==> config.mk <==
export PLATFORM = sky130hd
export DESIGN_NAME = rtbd_ram
export DESIGN_NICKNAME = d
export VERILOG_FILES = /design/src/design/rtbd_ram.sv
export SDC_FILE = /design/constraint.sdc
export NUM_CORES = 2
export LEC_CHECK = 0
export BUFFER_PORTS_ARGS = -buffer_cell sky130_fd_sc_hd__buf_2
export CAP_MARGIN = 40
export CORE_UTILIZATION = 50
export CTS_BUF_LIST = sky130_fd_sc_hd__clkbuf_4 sky130_fd_sc_hd__clkbuf_8
export DETAILED_ROUTE_END_ITERATION = 8
export MAX_ROUTING_LAYER = met4
export PLACE_DENSITY = 0.65
export SLEW_MARGIN = 0
export SYNTH_ARGS = -nofsm -noshare
export SYNTH_HDL_FRONTEND = slang
export SYNTH_SLANG_ARGS = --single-unit
==> constraint.sdc <==
create_clock -name clk -period 2.5 [get_ports clk]
set_clock_uncertainty 0.1 [all_clocks]
set_input_delay 0.125 -clock clk [delete_from_list [all_inputs] [get_ports clk]]
set_output_delay 0.125 -clock clk [all_outputs]
set_load 0.05 [all_outputs]
==> src/design/rtbd_ram.sv <==
// Generic single write port, single read port RAM with registered read data.
module rtbd_ram #(
	parameter int WIDTH = 8,
	parameter int DEPTH = 256
) (
	input  logic                     clk,
	input  logic                     we,
	input  logic [$clog2(DEPTH)-1:0] waddr,
	input  logic [WIDTH-1:0]         wdata,
	input  logic [$clog2(DEPTH)-1:0] raddr,
	output logic [WIDTH-1:0]         rdata
);

	logic [WIDTH-1:0] mem [DEPTH];

	always_ff @(posedge clk) begin
		if (we) begin
			mem[waddr] <= wdata;
		end
		rdata <= mem[raddr];
	end

endmodule

* Yosys cells after proc, flatten, opt, wreduce, memory -nomap -nowiden *
Memory sizes are Yosys's and may differ from the RTL's. A register that Yosys moved wholly into a read port is not among the register bits.
Index checks and enable logic that the tools add are counted.
W data, S select, Z words.

storage, ports and cells
  flip-flop bits (word level) = 0
  bits in latches = 0
  RAM bits = 2048
  ROM bits = 0
  input bits = 26
  output and inout bits = 8
  word-level logic and storage cells = 3
  memories kept = 1

memory list
  name  depth  width  read ports  clocked after Yosys merged registers in  wr ports  RTL line  RTL
  mem   256    8      1           1                                        1         14        logic [WIDTH-1:0] mem [DEPTH];

cells by class
  add/sub/neg operators = 0
  multipliers = 0
  divide/modulo/power cells = 0
  order comparisons = 0
  eq/ne operators = 0
  shifts and indexed selects = 0
  muxes and demuxes = 2
  bitwise operators = 0
  reduce and logical (&&, ||, !) cells = 0

operators by type and width
  operator  number
  $mux W1   2

* Depth between registers and ports, before layout *
  word-level depth = 2
  depth in mapped cells = 11
  mapped depth without buffers = 6

* Worst setup path before layout *
No wires, ideal clock.

  kind = input to register
  start point = input raddr[0]
  end point = register rdata[2] (read register of mem)
  library setup time = 0.131 ns
  data arrival time = 1.932 ns
  setup slack = 0.337 ns
  stages on the path = 9
  path buffers = 4
  path through = buf_6 -> buf_12 -> buf_8 -> buf_2 -> mux4_2 -> a22oi_1 -> a21oi_1 -> nor4_1 -> nor4_2

RTL lines
  what             RTL line  RTL
  start, declared  10        input logic [$clog2(DEPTH)-1:0] raddr,
  end, declared    11        output logic [WIDTH-1:0] rdata

==> run summary <==
The synthesized net count is 3759. Placement-stage worst setup slack: -0.777 ns. Hold path startpoint: wdata[4]. Net switching is 21.9% of the power. After synthesis, the largest area contributor takes up 77.3% of total cell area. CTS saw 2056 sinks. The clock share of power came out at 40.0%. Number of buffers and inverters on the critical path: 2.

For this design the total switching power over the nets is 15.4 mW. In this run the core area contains 146 standard-cell rows. Static timing analysis puts the maximum clock frequency at 409 MHz. Setup repair after global routing left no endpoint under its margin.

The delay of the slowest cell on the worst path was 0.53 ns; the routed via count was 41700. The maximum fanout count along the critical path was 1. The average wire per standard cell is 28.8 um. The tools report the starting density of the core as 50.3%. The signal on the critical path passes through mux4_2 -> mux4_2 -> nor2b_1 -> nor4_2 -> buf_2 -> buf_4 -> nor4_1. The basic-gate share of the synthesized area counting and, or, nand and nor cells works out to 2.63%.

The area fraction in compound gates after synthesis is 3.42%, and the number of buffers added by the clock tree synthesis step is 340. The post-synthesis share of cell area spent on full adders, half adders and majority gates was 0%; the total grt overflow was 0. Setup violations remaining at the end of the flow were counted as 0. Critical path startpoint category: a flop. For this block, the routed nets add up to 200000 um of wire.

Internal power comes to 54.9 mW. The library cells used most frequently in the layout, excluding fill and tap cells, are sky130_fd_sc_hd__edfxtp_1, sky130_fd_sc_hd__buf_4, sky130_fd_sc_hd__mux4_2, sky130_fd_sc_hd__clkbuf_8, sky130_fd_sc_hd__nor2_1. The final number of max-transition violations was 0. The final hold violation count is 0, and the die boundary height is 401 um. In this run the tightest slew margin relative to its limit is 48.2%.

The number of global-route vias before repair was 42100. Routability-driven placement finished with a final weighted congestion of 0.884. Actual slew at the worst max-slew pin: 0.776 ns. The first global-routing pass estimated 288000 um of wire. Leaving out fill and tap cells, the most frequent cell in the layout is sky130_fd_sc_hd__edfxtp_1.

The sequential fraction of design power is 54.2%, and the horizontal die dimension is 401 um. In the routed layout, each cell is associated on average with a via count of 6.03. The mapped cell area is 79600 um^2.

The largest total area in the synthesized netlist belongs to sky130_fd_sc_hd__edfxtp_1. In this run, distinct cell masters in the synthesized netlist total 55. The DRC violation total after the first TritonRoute iteration is 4794, and the number of top-level pins is 34. At the later pin of the worst-skew pair, clock insertion delay measures 1.03 ns.

Synthesis produced a netlist whose cell count is 3733. The half-perimeter wire length after placement is 129000 um. Counting along the longest clock path gives a buffer depth of 4. The die covers 161000 um^2. Total number of H-tree levels: 5.

The startpoint identified for the worst register-to-register timing path is mem[83][4]. In this run the standard cell core region covers 158000 um^2. With fillers left out, the area of the finished cells amounts to 93900 um^2. For the largest net degree at the start of global routing, the log shows 92. The initial antenna violation count was 11. Post-CTS timing repair inserted 0 buffers for setup.

The number of storage elements in the synthesis netlist is 2056, and the power density over cell area is 748 nW/um^2. The number of nets in the finished design was 4623; the leakage power summed over all cells was 30.8 nW. For this run, the register share of the synthesized area comes to 77.5%.

The share of power burned in combinational logic came out at 5.8%. The fraction of final layout cells sized beyond drive strength 1 was 35.4%; the post-route DRC violation count was 0. Kind of critical path: reg -> reg. The run finished with clean final reports. Across every metal layer, demand over resource in global routing totals 25.7%.

Multiplexer cells account for 14.6% of the synthesized area. The port buffer count was 33; the area growth from synthesis to layout was 18.0%. On the critical path, the stage with the largest delay is an instance of sky130_fd_sc_hd__mux4_2.

By area, the combinational part of the netlist is dominated by multiplexers. TritonCTS built the clock tree. The clock edge transition at the registers on the reported setup and hold paths was 0.06 ns; the depth of the worst register-to-register path was 7. The logs give 0.06 ns for the setup slack on the worst flop-to-flop path and 0 for the number of routed nets with antenna violations. Grouping stages by cell kind, the critical path spends the most delay in multiplexers. In the finished design, the share of the clock period the worst path needs comes to 97.8%. Across the run, the number of max-cap violations was 0. In this run the critical register-to-register path is captured at rdata[4].

The synthesized area per cell works out to 21.3 um^2. The tightest min-delay check is of the in -> reg type. The count of TritonRoute iterations in the first routing pass is 6. The tools report the sort of element at the end of the critical path as a flop.

In the post-synthesis netlist, the biggest area contributors are sky130_fd_sc_hd__edfxtp_1, sky130_fd_sc_hd__mux4_2, sky130_fd_sc_hd__mux2i_1. The path length in cells of the critical path is 7, and the cell depth of the worst min-delay path is 2. The largest voltage drop on the vdd net was 0.545 mV; the synthesis warning total was 0.

The worst-case setup margin in the final layout was 0.0559 ns; the data required time at the worst endpoint was 3.31 ns. The post-placement cell area is 87200 um^2. The smallest clock period supported by the final layout is computed as 2.44 ns.

The cell seen most often among critical-path stages was sky130_fd_sc_hd__mux4_2. The worst path arrival time was 3.26 ns. The area share of xor/xnor cells in the synthesized design was 0%. The tools report the worst hold path endpoint as mem[228][4]. The cell at the root of the clock tree was sky130_fd_sc_hd__clkbuf_8.
sequential cells by signal, indices dropped and copies added, names as in the netlist:
| signal | flops |
|---|---|
| mem | 2048 |
| rdata | 8 |
final cells by class:
cell class	count	area, um^2
Clock buffer	453	5580
Timing Repair Buffer	755	6730
Antenna cell	10	25.0
Fill cell	11500	64300
Tap cell	2072	2590
Sequential cell	2056	61700
Clock inverter	131	778
Inverter	2	7.51
Multi-Input combinational cell	1442	16500
worst register-to-register path, cell delays in order, from the launching register on:
cell and delay (ns):
sky130_fd_sc_hd__edfxtp_1 0.36, sky130_fd_sc_hd__mux4_2 0.53, sky130_fd_sc_hd__mux4_2 0.50, sky130_fd_sc_hd__nor2b_1 0.18, sky130_fd_sc_hd__nor4_2 0.30, sky130_fd_sc_hd__buf_2 0.21, sky130_fd_sc_hd__buf_4 0.12, sky130_fd_sc_hd__nor4_1 0.04
synth_stat cells (all sizes together):
cell     number
a2111oi       5
a211oi       16
a21boi        1
a21oi        96
a221oi       14
a22o          8
a22oi       133
a311oi        2
a31oi         2
and2          6
and3          1
and3b         2
buf         122
clkbuf      111
clkinv        1
dfxtp         8
edfxtp     2048
inv           1
mux2          1
mux2i       134
mux4        456
nand2        33
nand2b        8
nand3        34
nand3b        2
nand4        10
nor2        282
nor2b        31
nor3         22
nor3b         1
nor4         27
nor4b         1
o211ai       10
o21ai        12
o221ai       47
o22a          5
o22ai        28
o311ai        1
o32ai         5
or2           4
or2b          1
or3b          1
how the worst max path moves through the flow:
stage	startpoint	to	slack [ns]
2_1_floorplan	raddr[0]	rdata[2]	0.34
6_report	mem[83][4]	rdata[4]	0.06
4_1_cts	mem[9][6]	rdata[6]	0.02
3_3_place_gp	raddr[0]	rdata[4]	-1.03
5_1_grt	mem[83][4]	rdata[4]	0.01
3_5_place_dp	raddr[0]	rdata[4]	-0.78
cell families (layout without fill, tap and decap cells):
kind of cell	Yosys count	after routing
and+or+nand+nor	466	466
DFF	2056	2056
other	0	10
buffers and inverters	235	1341
AOI/OAI and AO/OA	385	385
muxes	591	591
stage by stage:
| step | TNS (ns) | hold WS [ns] | power (mW) | utilization [%] | cells |
|---|---|---|---|---|---|
| 6_report | 0 | 0.0719 | 70.3 | 59.4 | 6921 |
| 5_1_grt | 0 | 0.0266 | 72.3 | 59.4 | 6918 |
| 4_1_cts | 0 | 0.0116 | 70.7 | 59.3 | 6911 |
| 3_5_place_dp | -4.51 | 0.421 | 42.8 | 55.1 | 6300 |
| 3_3_place_gp | -4.88 | 0.414 | 42.8 | 55.1 | 6299 |
| 2_1_floorplan | 0 | 0.124 | 40.7 | - | 3733 |
timing repair:
item	CTS	global route
gates cloned	0	0
endpoints found under the setup margin	3	13
pin swaps	0	3
hold buffers	27	0
resized for setup	4	6
hold endpoints to repair	3503	0
power groups by stage:
stage	Sequential [mW]	Clock, mW	Combinational (mW)
after floorplan	38.8	0	1.85
after global placement	38.8	0	3.99
after detailed placement	38.8	0	4.04
after CTS	38.1	28.5	4.10
after global routing	38.1	29.9	4.29
final	38.1	28.1	4.10
metal layers:
metal	global-route usage, %	routed length [um]	up-vias
li1	-	-	17500
met4	8.56	6230	0
met1	35.3	80700	21800
met5	-	0	-
met2	38.4	94000	2038
met3	5.63	18600	378
Note: power is estimated with default switching activity, not from simulation.
