[config.mk]
export PLATFORM = sky130hd
export DESIGN_NAME = rtbd_packer_flat
export DESIGN_NICKNAME = d
export VERILOG_FILES = /design/src/design/rtbd_pkg.sv /design/src/design/rtbd_if.sv /design/src/design/rtbd_packer.sv /design/src/flat_wrapper.sv
export SDC_FILE = /design/constraint.sdc
export NUM_CORES = 1
export LEC_CHECK = 0
export BUFFER_PORTS_ARGS = -buffer_cell sky130_fd_sc_hd__buf_4
export CORE_MARGIN = 8
export CORE_UTILIZATION = 54
export DETAILED_ROUTE_END_ITERATION = 8
export GPL_TIMING_DRIVEN = 0
export PLACE_DENSITY_LB_ADDON = 0.2
export SYNTH_ARGS = -nofsm -noshare
export SYNTH_HDL_FRONTEND = slang
export SYNTH_SLANG_ARGS = --single-unit
[constraint.sdc]
create_clock -name clk -period 3.2 [get_ports clk]
set_input_delay 0.16 -clock clk [delete_from_list [all_inputs] [get_ports clk]]
set_output_delay 0.16 -clock clk [all_outputs]
set_load 0.02 [all_outputs]
[src/design/rtbd_pkg.sv]
// Shared widths, sizes, state encoding and control structs of the rtime block decompressor.
package rtbd_pkg;

	localparam int HIST_DEPTH     = 4096;
	localparam int HIST_AW        = $clog2(HIST_DEPTH);
	localparam int POS_W          = HIST_AW + 1;
	localparam int SYM_COUNT      = 256;
	localparam int SYM_W          = $clog2(SYM_COUNT);
	localparam int BYTE_W         = 8;
	localparam int CNT_W          = 8;
	localparam int LEN_W          = 13;
	localparam int PAGE_LEN_RST   = 4096;
	localparam int BYTES_PER_WORD = 4;
	localparam int LANE_W         = $clog2(BYTES_PER_WORD);
	localparam int WORD_W         = BYTES_PER_WORD * BYTE_W;
	localparam int OUT_CNT_W      = 3;

	typedef enum logic [1:0] {
		ST_IDLE,
		ST_LIT,
		ST_COPY,
		ST_FLUSH
	} state_t;

	// sequencer to packer
	typedef struct packed {
		logic              push;
		logic [BYTE_W-1:0] data;
		logic              flush;
		logic              done;
	} pk_ctrl_t;

	// packer to sequencer
	typedef struct packed {
		logic push_ok;
		logic flush_ok;
	} pk_stat_t;

endpackage

[src/design/rtbd_if.sv]


interface rtbd_result_if import rtbd_pkg::*; ();
	logic                 valid;
	logic                 ready;
	logic [WORD_W-1:0]    out_bytes;
	logic [OUT_CNT_W-1:0] out_count;
	logic                 out_last;
	logic                 page_done;

	modport source (output valid, output out_bytes, output out_count, output out_last,
		output page_done, input ready);
	modport sink (input valid, input out_bytes, input out_count, input out_last,
		input page_done, output ready);
endinterface

[src/design/rtbd_packer.sv]
// Byte packer: gathers decoded bytes into four-byte words and holds the output beat register.
module rtbd_packer import rtbd_pkg::*; (
	input  logic     clk,
	input  logic     arst_n,
	input  pk_ctrl_t ctrl,
	output pk_stat_t stat,
	rtbd_result_if.source result
);

	logic [WORD_W-1:0]    word_q;
	logic [OUT_CNT_W-1:0] fill_q;
	logic                 word_full;
	logic                 take_push;
	logic                 take_flush;
	logic                 load;

	logic                 out_valid_q;
	logic [WORD_W-1:0]    out_bytes_q;
	logic [OUT_CNT_W-1:0] out_count_q;
	logic                 out_last_q;
	logic                 page_done_q;

	assign word_full     = (fill_q == OUT_CNT_W'(BYTES_PER_WORD));
	assign stat.push_ok  = !(word_full && out_valid_q && !result.ready);
	assign stat.flush_ok = !out_valid_q || result.ready;
	assign take_push     = ctrl.push && stat.push_ok;
	assign take_flush    = ctrl.flush && stat.flush_ok;
	// a full word leaves when the next byte shows it is not the last one, or on a flush
	assign load          = (take_push && word_full) || take_flush;

	always_ff @(posedge clk or negedge arst_n) begin
		if (!arst_n) begin
			fill_q      <= '0;
			out_valid_q <= 1'b0;
		end else begin
			if (take_flush) begin
				fill_q <= '0;
			end else if (take_push) begin
				fill_q <= word_full ? OUT_CNT_W'(1) : fill_q + 1'b1;
			end
			if (load) begin
				out_valid_q <= 1'b1;
			end else if (result.ready) begin
				out_valid_q <= 1'b0;
			end
		end
	end

	always_ff @(posedge clk) begin
		if (take_push) begin
			if (word_full || fill_q == '0) begin
				word_q <= WORD_W'(ctrl.data);
			end else begin
				word_q[BYTE_W*fill_q[LANE_W-1:0] +: BYTE_W] <= ctrl.data;
			end
		end
		if (load) begin
			out_bytes_q <= word_q;
			out_count_q <= fill_q;
			out_last_q  <= take_flush;
			page_done_q <= take_flush && ctrl.done;
		end
	end

	assign result.valid     = out_valid_q;
	assign result.out_bytes = out_bytes_q;
	assign result.out_count = out_count_q;
	assign result.out_last  = out_last_q;
	assign result.page_done = page_done_q;

endmodule

[src/flat_wrapper.sv]
// flat-port wrapper written by rule: the top's interface ports become plain ports
module rtbd_packer_flat import rtbd_pkg::*;
  (clk, arst_n, ctrl, stat, result_valid, result_out_bytes, result_out_count, result_out_last, result_page_done, result_ready);
  rtbd_result_if result_i ();
  input  logic clk;
  input  logic arst_n;
  input  pk_ctrl_t ctrl;
  output pk_stat_t stat;
  output wire logic [$bits(result_i.valid)-1:0] result_valid;
  output wire logic [$bits(result_i.out_bytes)-1:0] result_out_bytes;
  output wire logic [$bits(result_i.out_count)-1:0] result_out_count;
  output wire logic [$bits(result_i.out_last)-1:0] result_out_last;
  output wire logic [$bits(result_i.page_done)-1:0] result_page_done;
  input wire logic [$bits(result_i.ready)-1:0] result_ready;
  assign result_valid = result_i.valid;
  assign result_out_bytes = result_i.out_bytes;
  assign result_out_count = result_i.out_count;
  assign result_out_last = result_i.out_last;
  assign result_page_done = result_i.page_done;
  assign result_i.ready = result_ready;
  rtbd_packer u_core (.clk(clk), .arst_n(arst_n), .ctrl(ctrl), .stat(stat), .result(result_i));
endmodule
=== After elaboration in Yosys (flattened, before gate mapping) ===
Index checks and enable logic that the tools add are counted.

* Register bits: 73
* Logic and storage cells: 35
* Input bits: 14
* Output and inout port bits: 40

* $add $sub $neg: 2
* Muxes and demuxes: 7
* Reductions and logical operators: 15
* Equal/unequal tests: 1
* Shift-type cells: 2

{| class="wikitable"
|+ Operators by type and width
! cell !! count
|-
| 5-bit negator with 34-bit output || 1
|-
| 8-bit by 34-bit variable shift with 32-bit output (first input constant) || 1
|-
| 8-bit by 34-bit variable part select with 32-bit output || 1
|-
| 32-bit bitwise mux || 1
|-
| 3-bit two-way mux || 3
|-
| 8-bit two-way mux || 1
|-
| 1-bit logical AND || 6
|-
| 2-bit nonzero test || 2
|-
| 3-bit by 1-bit adder with 3-bit output (second input constant) || 1
|-
| 3-bit equality test (second input constant) || 1
|-
| 1-bit logical NOT || 3
|-
| 3-bit logical NOT || 1
|-
| 1-bit logical OR || 3
|-
| 1-bit two-way mux || 2
|}

=== Depth between registers and ports, before layout ===
Gate-level depths: netlist (run 1).

* Depth in word-level cells: 8
* Mapped depth: 7
* Gate-level depth less buffers: 5

=== Least setup slack after synthesis (run 1) ===
OpenSTA, ideal clock, no wires.

* Path kind: register to register
* Start point: reg u_core.fill_q[0]
* End point: reg u_core.out_bytes_q[0], in the netlist u_core.result.out_bytes[0] (enable)
* Path buffers: 1
* Setup time: 0.431 ns
* Setup slack: 0.285 ns
* Required time: 2.769 ns
* Clock period less this slack: 2.915 ns
* Arrival: 2.484 ns
* Cell stages (with the launch flop): 6
* Path through: dfrtp_1 > inv_1 > ha_1 > buf_6 > a31oi_1 > nor2_1

* Word-level cells in the longest chain between the ends: 7

{| class="wikitable"
|+ RTL lines
! item !! line !! text
|-
| from (decl) || rtbd_packer.sv:11 || <nowiki>logic [OUT_CNT_W-1:0] fill_q;</nowiki>
|-
| from (signal assigned) || rtbd_packer.sv:39 || <nowiki>fill_q <= word_full ? OUT_CNT_W'(1) : fill_q + 1'b1;</nowiki>
|-
| 3-bit equality test (*) || rtbd_packer.sv:23 || <nowiki>assign word_full = (fill_q == OUT_CNT_W'(BYTES_PER_WORD));</nowiki>
|-
| 1-bit logical AND (2 in series) || rtbd_packer.sv:24 || <nowiki>assign stat.push_ok = !(word_full && out_valid_q && !result.ready);</nowiki>
|-
| 1-bit logical NOT || rtbd_packer.sv:24 ||
|-
| 1-bit logical AND || rtbd_packer.sv:26 || <nowiki>assign take_push = ctrl.push && stat.push_ok;</nowiki>
|-
| 1-bit logical AND (*) || rtbd_packer.sv:29 || <nowiki>assign load = (take_push && word_full) || take_flush;</nowiki>
|-
| 1-bit logical OR (*) || rtbd_packer.sv:29 ||
|-
| net u_core.load || rtbd_packer.sv:15 || <nowiki>logic load;</nowiki>
|-
| to (signal assigned) || rtbd_packer.sv:58 || <nowiki>out_bytes_q <= word_q;</nowiki>
|-
| to (decl) || rtbd_packer.sv:18 || <nowiki>logic [WORD_W-1:0] out_bytes_q;</nowiki>
|}

The timed path passes the listed nets; every way through them passes the cells marked *.
A chain may end at the register's enable or synchronous reset.

=== Worst setup path after layout (run 1) ===
* Start point: reg u_core.fill_q[0]
* End point: reg u_core.word_q[22] (enable)

* Word-level cells in the longest chain between the ends: 5

{| class="wikitable"
|+ RTL lines
! item !! line !! text
|-
| 3-bit equality test || rtbd_packer.sv:23 ||
|-
| 1-bit logical AND (2 in series) || rtbd_packer.sv:24 ||
|-
| 1-bit logical NOT || rtbd_packer.sv:24 ||
|-
| 1-bit logical AND || rtbd_packer.sv:26 ||
|-
| net u_core.take_push || rtbd_packer.sv:13 || <nowiki>logic take_push;</nowiki>
|-
| to (signal assigned) || rtbd_packer.sv:52 || <nowiki>word_q <= WORD_W'(ctrl.data);</nowiki>
|-
| to (signal, indexed assignment) || rtbd_packer.sv:54 || <nowiki>word_q[BYTE_W*fill_q[LANE_W-1:0] +: BYTE_W] <= ctrl.data;</nowiki>
|-
| to (decl) || rtbd_packer.sv:10 || <nowiki>logic [WORD_W-1:0] word_q;</nowiki>
|}

The timed path passes the listed nets, and every way through them passes these cells.

==> out/summary.txt, run 1 <==
Gr usage total = 15.3%
VDD IR max = 0.000381 V
Async SR Flop Fraction = 5.48%
Post-DP Area = 3430 µm²
Final HPWL DP = 3890 µm
Slew margin rel. = 21.6%
Die width = 89.5 µm
Starting Density = 56.3%
Io pins = 54
Post-synth top area share = 71.1%
Gr ovfl total = 0
Syn_nets = 212
ANT nets after route = 0
Routed WL = 5610 µm
Clock Tree Root = clkbuf_8
Synth cell count leaders = 69 x edfxtp_1, 29 x a21oi_1, 26 x nor2_1
Seq/Total Area, Yosys = 74.5%
1st-pass router iterations = 4
Post-route clock period utilization = 77.6%
Core ar. = 5170 µm²
Fin worst setup slack = 0.715 ns
Post-layout min period = 2.48 ns
CTS tree = yes
Mapped Cells = 193
Critical Path Fanout Max = 24
CP endpoint = u_core.word_q[22]
Max Freq = 402 MHz
Worst min-delay path category = primary input to flop
Netlist cell types = 24
Die Span Y = 89.5 µm
Residual DRC = 0
Pwr per Cell Area = 642 nW/µm²
R2R setup slack = 0.72 ns
CTS Buf Count = 9
Final setup TNS = 0 ns
RSZ-0062 raised after global routing = false
Clk_lat worst skew = 0.34 ns
Post-route clock skew = 0.00932 ns
Port Buffers = 52
Design area = 3610 µm²
Tightest Pin Transition = 1.18 ns
Leakage = 1.43 nW
Reg-to-reg endpoint = u_core.word_q[22]
CP cell instances = inv_1 > ha_1 > buf_6 > nand4b_1 > and2_1
1st-iter DRT viols = 88
Number of core rows = 26
Mapped cell area = 2910 µm²
Top post-synthesis cells by area = edfxtp_1 71%, a21oi_1 5.0%, dfrtp_1 3.4%, nor2_1 3.3%, nor2b_1 2.8%
Outcome = complete, no violations
CP max stage cell = and2_1
Diode count = 0
Area Growth Syn to Fin = 24.0%
WL per Instance = 16.9 µm
Initial antenna violation count = 0
Final Max Slew Viols = 0
Vias in the first global route = 1,722
Synth Register Bits = 73
Worst setup startpoint = u_core.fill_q[0]
First-pass GRT wire length = 8750 µm
Clock-pin slew on the worst setup and hold paths = 0.07 ns
Final Hold Viols = 0
Critical path launch point type = flop
GPL Wtd Cong = 0.722
Syn avg cell area = 15.1 µm²
DP Worst Slack = 0.757 ns
Share of cells above drive strength 1 = 30.2%
Number of fill cells = 359
Dominant synthesized flop cell = edfxtp_1
EDFF count, synth = 69
H-tree Lvls = 3
Synth warn = 0
Die Footprint = 8000 µm²
Via count = 1,736
Worst Path Required = 3.15 ns
Vias per cell = 5.23
Endpoints failing setup = 0
CP endpoint kind = flop
Clk sinks = 73
Crit path DAT = 2.44 ns
Pin count of the biggest net entering global routing = 27
Crit Path Category = flop to flop
R2R Path Start = u_core.fill_q[0]
Crit-path max cell delay = 0.94 ns
Reg2Reg Depth = 5
Post-CTS resize count = 0
Buffers from clock root to sink, at most = 2
Max cap viols = 0
# nets final = 277
Cell taking the most area after synthesis = edfxtp_1
Top-count cell post-synth = edfxtp_1
-- how the worst min path moves through the flow --
stage | from | endpoint | slack (ns) | depth (start not counted)
after detailed placement | arst_n | u_core.fill_q[1] | -0.04 | 1
after global routing | ctrl[1] | u_core.result.valid | 0.08 | 3
final | ctrl[1] | u_core.result.valid | 0.07 | 3
after floorplan | arst_n | u_core.fill_q[0] | -0.14 | 0
after CTS | ctrl[1] | u_core.result.valid | 0.06 | 3
after global placement | arst_n | u_core.fill_q[1] | -0.04 | 1
-- cell usage in the layout (no fill, tap or decap), types with 2 or more instances in the layout --
cell and instances:
and4bb_2 2, inv_1 2, ha_1 5, nand2_1 4, nor2_1 25, and2b_2 3
clkbuf_1 6, clkbuf_8 9, edfxtp_1 69, dlygate4sd1_1 2, a311oi_1 2, nor2b_1 13
buf_4 52, and2b_1 8, buf_6 4, dfrtp_1 4, a21oi_1 29, and2_1 9
-- per-layer routing --
layer / global-route usage, % / share of wire [%] / wire length (µm)
met1: 18.0 / 42 / 2330
met2: 24.3 / 50 / 2780
met3: 4.04 / 6.2 / 349
met4: 9.82 / 2.6 / 144
met5: 0 / 0 / 0
-- metrics by stage --
stage | util, % | power (W) | hold slack, ns | std cells
6_report | 69.9 | 0.00232 | 0.0701 | 332
3_5_place_dp | 66.3 | 0.00167 | -0.0392 | 316
3_3_place_gp | 65.6 | 0.00165 | -0.0399 | 315
5_1_grt | 69.9 | 0.00242 | 0.0792 | 332
2_1_floorplan | - | 0.00151 | -0.136 | 193
4_1_cts | 69.9 | 0.00233 | 0.0626 | 332
-- flip-flops by register name (all words and copies together) (netlist names) --
signal,flops
u_core.fill_q,3
u_core.result.valid,1
u_core.result.out_count,3
u_core.result.out_bytes,32
u_core.result.out_last,1
u_core.word_q,32
u_core.result.page_done,1
-- logic make-up (layout without fill, tap and decap cells) --
logic type	Yosys count	count (layout)	share of synthesized area, %
DFF	73	73	74.5
and+or+nand+nor	70	70	14.1
AOI/OAI and AO/OA	33	33	6.31
buffers and inverters	12	81	2.92
adders and majority gates	5	5	2.15
-- where the power goes --
part / switching (W) / leakage (nW) / total, W / internal (W)
Combinational: 0.000240 / 0.612 / 0.000414 / 0.000174
Clock: 0.000313 / 0.0881 / 0.000669 / 0.000356
Sequential: 0.0000478 / 0.729 / 0.00124 / 0.00119
-- critical path, delay by kind of cell, from the launching register on --
family                   cells  cell delay [ns]
adder cells (fa/ha/maj)      1             0.23
AND/OR/NAND/NOR              2             1.08
buffers and inverters        2             0.27
flip-flops                   1             0.51
-- final cells by class --
class	instances	area, µm²	share of cell area [%]
Timing Repair Buffer	54	428	11.8
Sequential cell	73	2170	60.1
Tap cell	70	87.6	2.42
Buffer	9	73.8	2.04
Inverter	3	11.3	0.312
Clock buffer	12	135	3.74
Multi-Input combinational cell	108	664	18.4
Clock inverter	3	42.5	1.18
-- timing repair --
action | CTS | global route
setup buffers | 0 | 0
hold buffers | 1 | 0
hold endpoints to repair | 4 | 0
Power figures use the tool's default switching activity.
==> run 2: changes to the inputs <==
Settings changed: CORE_UTILIZATION 54 to 49.
Clock period 3.2 ns to 2.1 ns, I/O delays scaled along.
==> out/summary.txt, run 2 (synthesis gave the netlist of run 1 again) <==
Clock Tree Root = clkbuf_8 (unchanged)
Buffers from clock root to sink, at most = 2 (unchanged)
Number of core rows = 28 (was 26)
Critical path launch point type = flop (unchanged)
# nets final = 280 (was 277)
Final HPWL DP = 3900 µm (was 3890 µm)
Die Footprint = 8670 µm² (was 8000 µm²)
Initial antenna violation count = 0 (unchanged)
WL per Instance = 17.6 µm (was 16.9 µm)
Critical Path Fanout Max = 24 (unchanged)
1st-pass router iterations = 4 (unchanged)
Worst Path Required = 2.10 ns (was 3.15 ns)
Pin count of the biggest net entering global routing = 25 (was 27)
Final Max Slew Viols = 0 (unchanged)
Tightest Pin Transition = 0.517 ns (was 1.18 ns)
Residual DRC = 0 (unchanged)
Gr usage total = 14.9% (was 15.3%)
Gr ovfl total = 0 (unchanged)
Worst min-delay path category = primary input to flop (unchanged)
Slew margin rel. = 65.5% (was 21.6%)
Endpoints failing setup = 0 (unchanged)
Crit path DAT = 1.94 ns (was 2.44 ns)
CP cell instances = inv_1 > ha_1 > buf_6 > nand4b_1 > and2_4 (was inv_1 > ha_1 > buf_6 > nand4b_1 > and2_1)
Post-layout min period = 1.94 ns (was 2.48 ns)
Clock-pin slew on the worst setup and hold paths = 0.07 ns (about the same)
CTS Buf Count = 9 (unchanged)
Die width = 93.1 µm (was 89.5 µm)
R2R setup slack = 0.16 ns (was 0.72 ns)
Max cap viols = 0 (unchanged)
Crit-path max cell delay = 0.51 ns (was 0.94 ns)
Starting Density = 49.8% (was 56.3%)
Vias per cell = 5.16 (was 5.23)
Share of cells above drive strength 1 = 31.6% (was 30.2%)
1st-iter DRT viols = 126 (was 88)
Reg2Reg Depth = 5 (unchanged)
CP max stage cell = dfrtp_1 (was and2_1)
Leakage = 1.44 nW (was 1.43 nW)
Reg-to-reg endpoint = u_core.word_q[19] (was u_core.word_q[22])
Port Buffers = 52 (unchanged)
Final Hold Viols = 0 (unchanged)
ANT nets after route = 0 (unchanged)
Clk sinks = 73 (unchanged)
Hold_ws = 0.0423 ns (was 0.0701 ns)
Diode count = 0 (unchanged)
CP endpoint kind = flop (unchanged)
R2R Path Start = u_core.fill_q[0] (unchanged)
H-tree Lvls = 3 (unchanged)
RSZ-0062 raised after global routing = false (unchanged)
Commonest non-fill, non-tap cell in the layout = edfxtp_1 (unchanged)
Via count = 1,760 (was 1,736)
VDD IR max = 0.000429 V (was 0.000381 V)
Die Span Y = 93.1 µm (was 89.5 µm)
Delay-heaviest family, CP = simple AND/OR/NAND/NOR gates (unchanged)
Routed WL = 6020 µm (was 5610 µm)
Post-route clock skew = 0.00727 ns (was 0.00932 ns)
Max Freq = 517 MHz (was 402 MHz)
Highest-count cells in the layout ignoring fill and taps = 69 x edfxtp_1, 53 x buf_4, 28 x a21oi_1 (was 69 x edfxtp_1, 52 x buf_4, 29 x a21oi_1)
Worst Path Buf+Inv = 2 (unchanged)
Vias in the first global route = 1,859 (was 1,722)
CTS tree = yes (unchanged)
Core ar. = 5850 µm² (was 5170 µm²)
Hold path startpoint = ctrl[1] (unchanged)
Pwr per Cell Area = 970 nW/µm² (was 642 nW/µm²)
Area Growth Syn to Fin = 25.7% (was 24.0%)
Number of fill cells = 467 (was 359)
Crit Path Category = flop to flop (unchanged)
Hold Path Sink = u_core.result.valid (unchanged)
Clk_lat worst skew = 0.34 ns (about the same)
GPL Wtd Cong = 0.719 (was 0.722)
First-pass GRT wire length = 9650 µm (was 8750 µm)
Outcome = complete, no violations (unchanged)
Power, Total = 0.00355 W (was 0.00232 W)
Hold depth = 3 (unchanged)
Post-route clock period utilization = 92.2% (was 77.6%)
Io pins = 54 (unchanged)
## run 2: changes by cell type in the layout (fill, tap and decap cells not counted), sizes merged
cell    delta
buf        +2
clkbuf     -2
clkinv     +3
nor2       +1
## run 2: worst max path at each step
stage | startpoint | to | slack, ns | cells past startpoint
final | u_core.fill_q[0] | u_core.word_q[19] | 0.16 | 5
after global routing | u_core.fill_q[0] | u_core.word_q[18] | 0.05 | 5
after CTS | u_core.fill_q[0] | u_core.result.out_count[0] | 0.002 | 5
after detailed placement | u_core.fill_q[0] | u_core.result.out_bytes[22] | -0.20 | 5
after global placement | u_core.fill_q[0] | u_core.result.out_bytes[10] | -0.14 | 5
after floorplan | u_core.fill_q[0] | u_core.word_q[10] | 0.16 | 5
## run 2: worst reg2reg max path: cells and delay by family (launching register included)
| kind | cells | cell delay, ns |
|---|---|---|
| simple gates | 2 | 0.57 |
| flops | 1 | 0.51 |
| buf+inv | 2 | 0.28 |
| fa+ha+maj | 1 | 0.23 |
## run 2: what timing repair did
action | 4_1_cts | 5_1_grt
hold buffers | 1 | 0
setup endpoints to repair | 61 | 45
gates resized for setup | 2 | 2
setup buffers | 0 | 3
pin swaps | 0 | 2
cloned | 1 | 0
hold endpoints to repair | 4 | 0
## run 2: power by group
| part | total (W) | switching, W | leakage (nW) | internal, W |
|---|---|---|---|---|
| clock network | 0.00101 | 0.000485 | 0.0879 | 0.000530 |
| logic | 0.000650 | 0.000376 | 0.627 | 0.000275 |
| registers | 0.00189 | 0.0000740 | 0.729 | 0.00181 |
## run 2: cell type report
cell class                 count  area [µm²]  share of cell area [%]
tap                           75        93.8                    2.56
clock buffer                  10         128                    3.48
clock inverter                 6        48.8                    1.33
timing repair buffer          56         448                    12.2
multi-input combinational    109         688                    18.8
sequential                    73        2170                    59.3
inverter                       3        11.3                   0.307
buffer                         9        73.8                    2.02
## run 2: per-stage QoR
step	area (µm²)	worst slack, ns	std cells	TNS (ns)	utilization [%]
3_3_place_gp	3410	-0.140	320	-5.07	58.2
2_1_floorplan	2920	0.155	193	0	-
6_report	3660	0.164	341	0	62.6
3_5_place_dp	3410	-0.200	320	-7.32	58.2
5_1_grt	3660	0.0509	341	0	62.6
4_1_cts	3610	0.00230	338	0	61.6
## run 2: per-layer routing
| metal | up-vias | track usage, % | wire length [µm] |
|---|---|---|---|
| met2 | 53 | 25.0 | 3070 |
| met1 | 865 | 16.8 | 2580 |
| met3 | 5 | 5.29 | 302 |
| li1 | 837 | - | - |
| met5 | - | 0 | 0 |
| met4 | 0 | 6.04 | 63 |
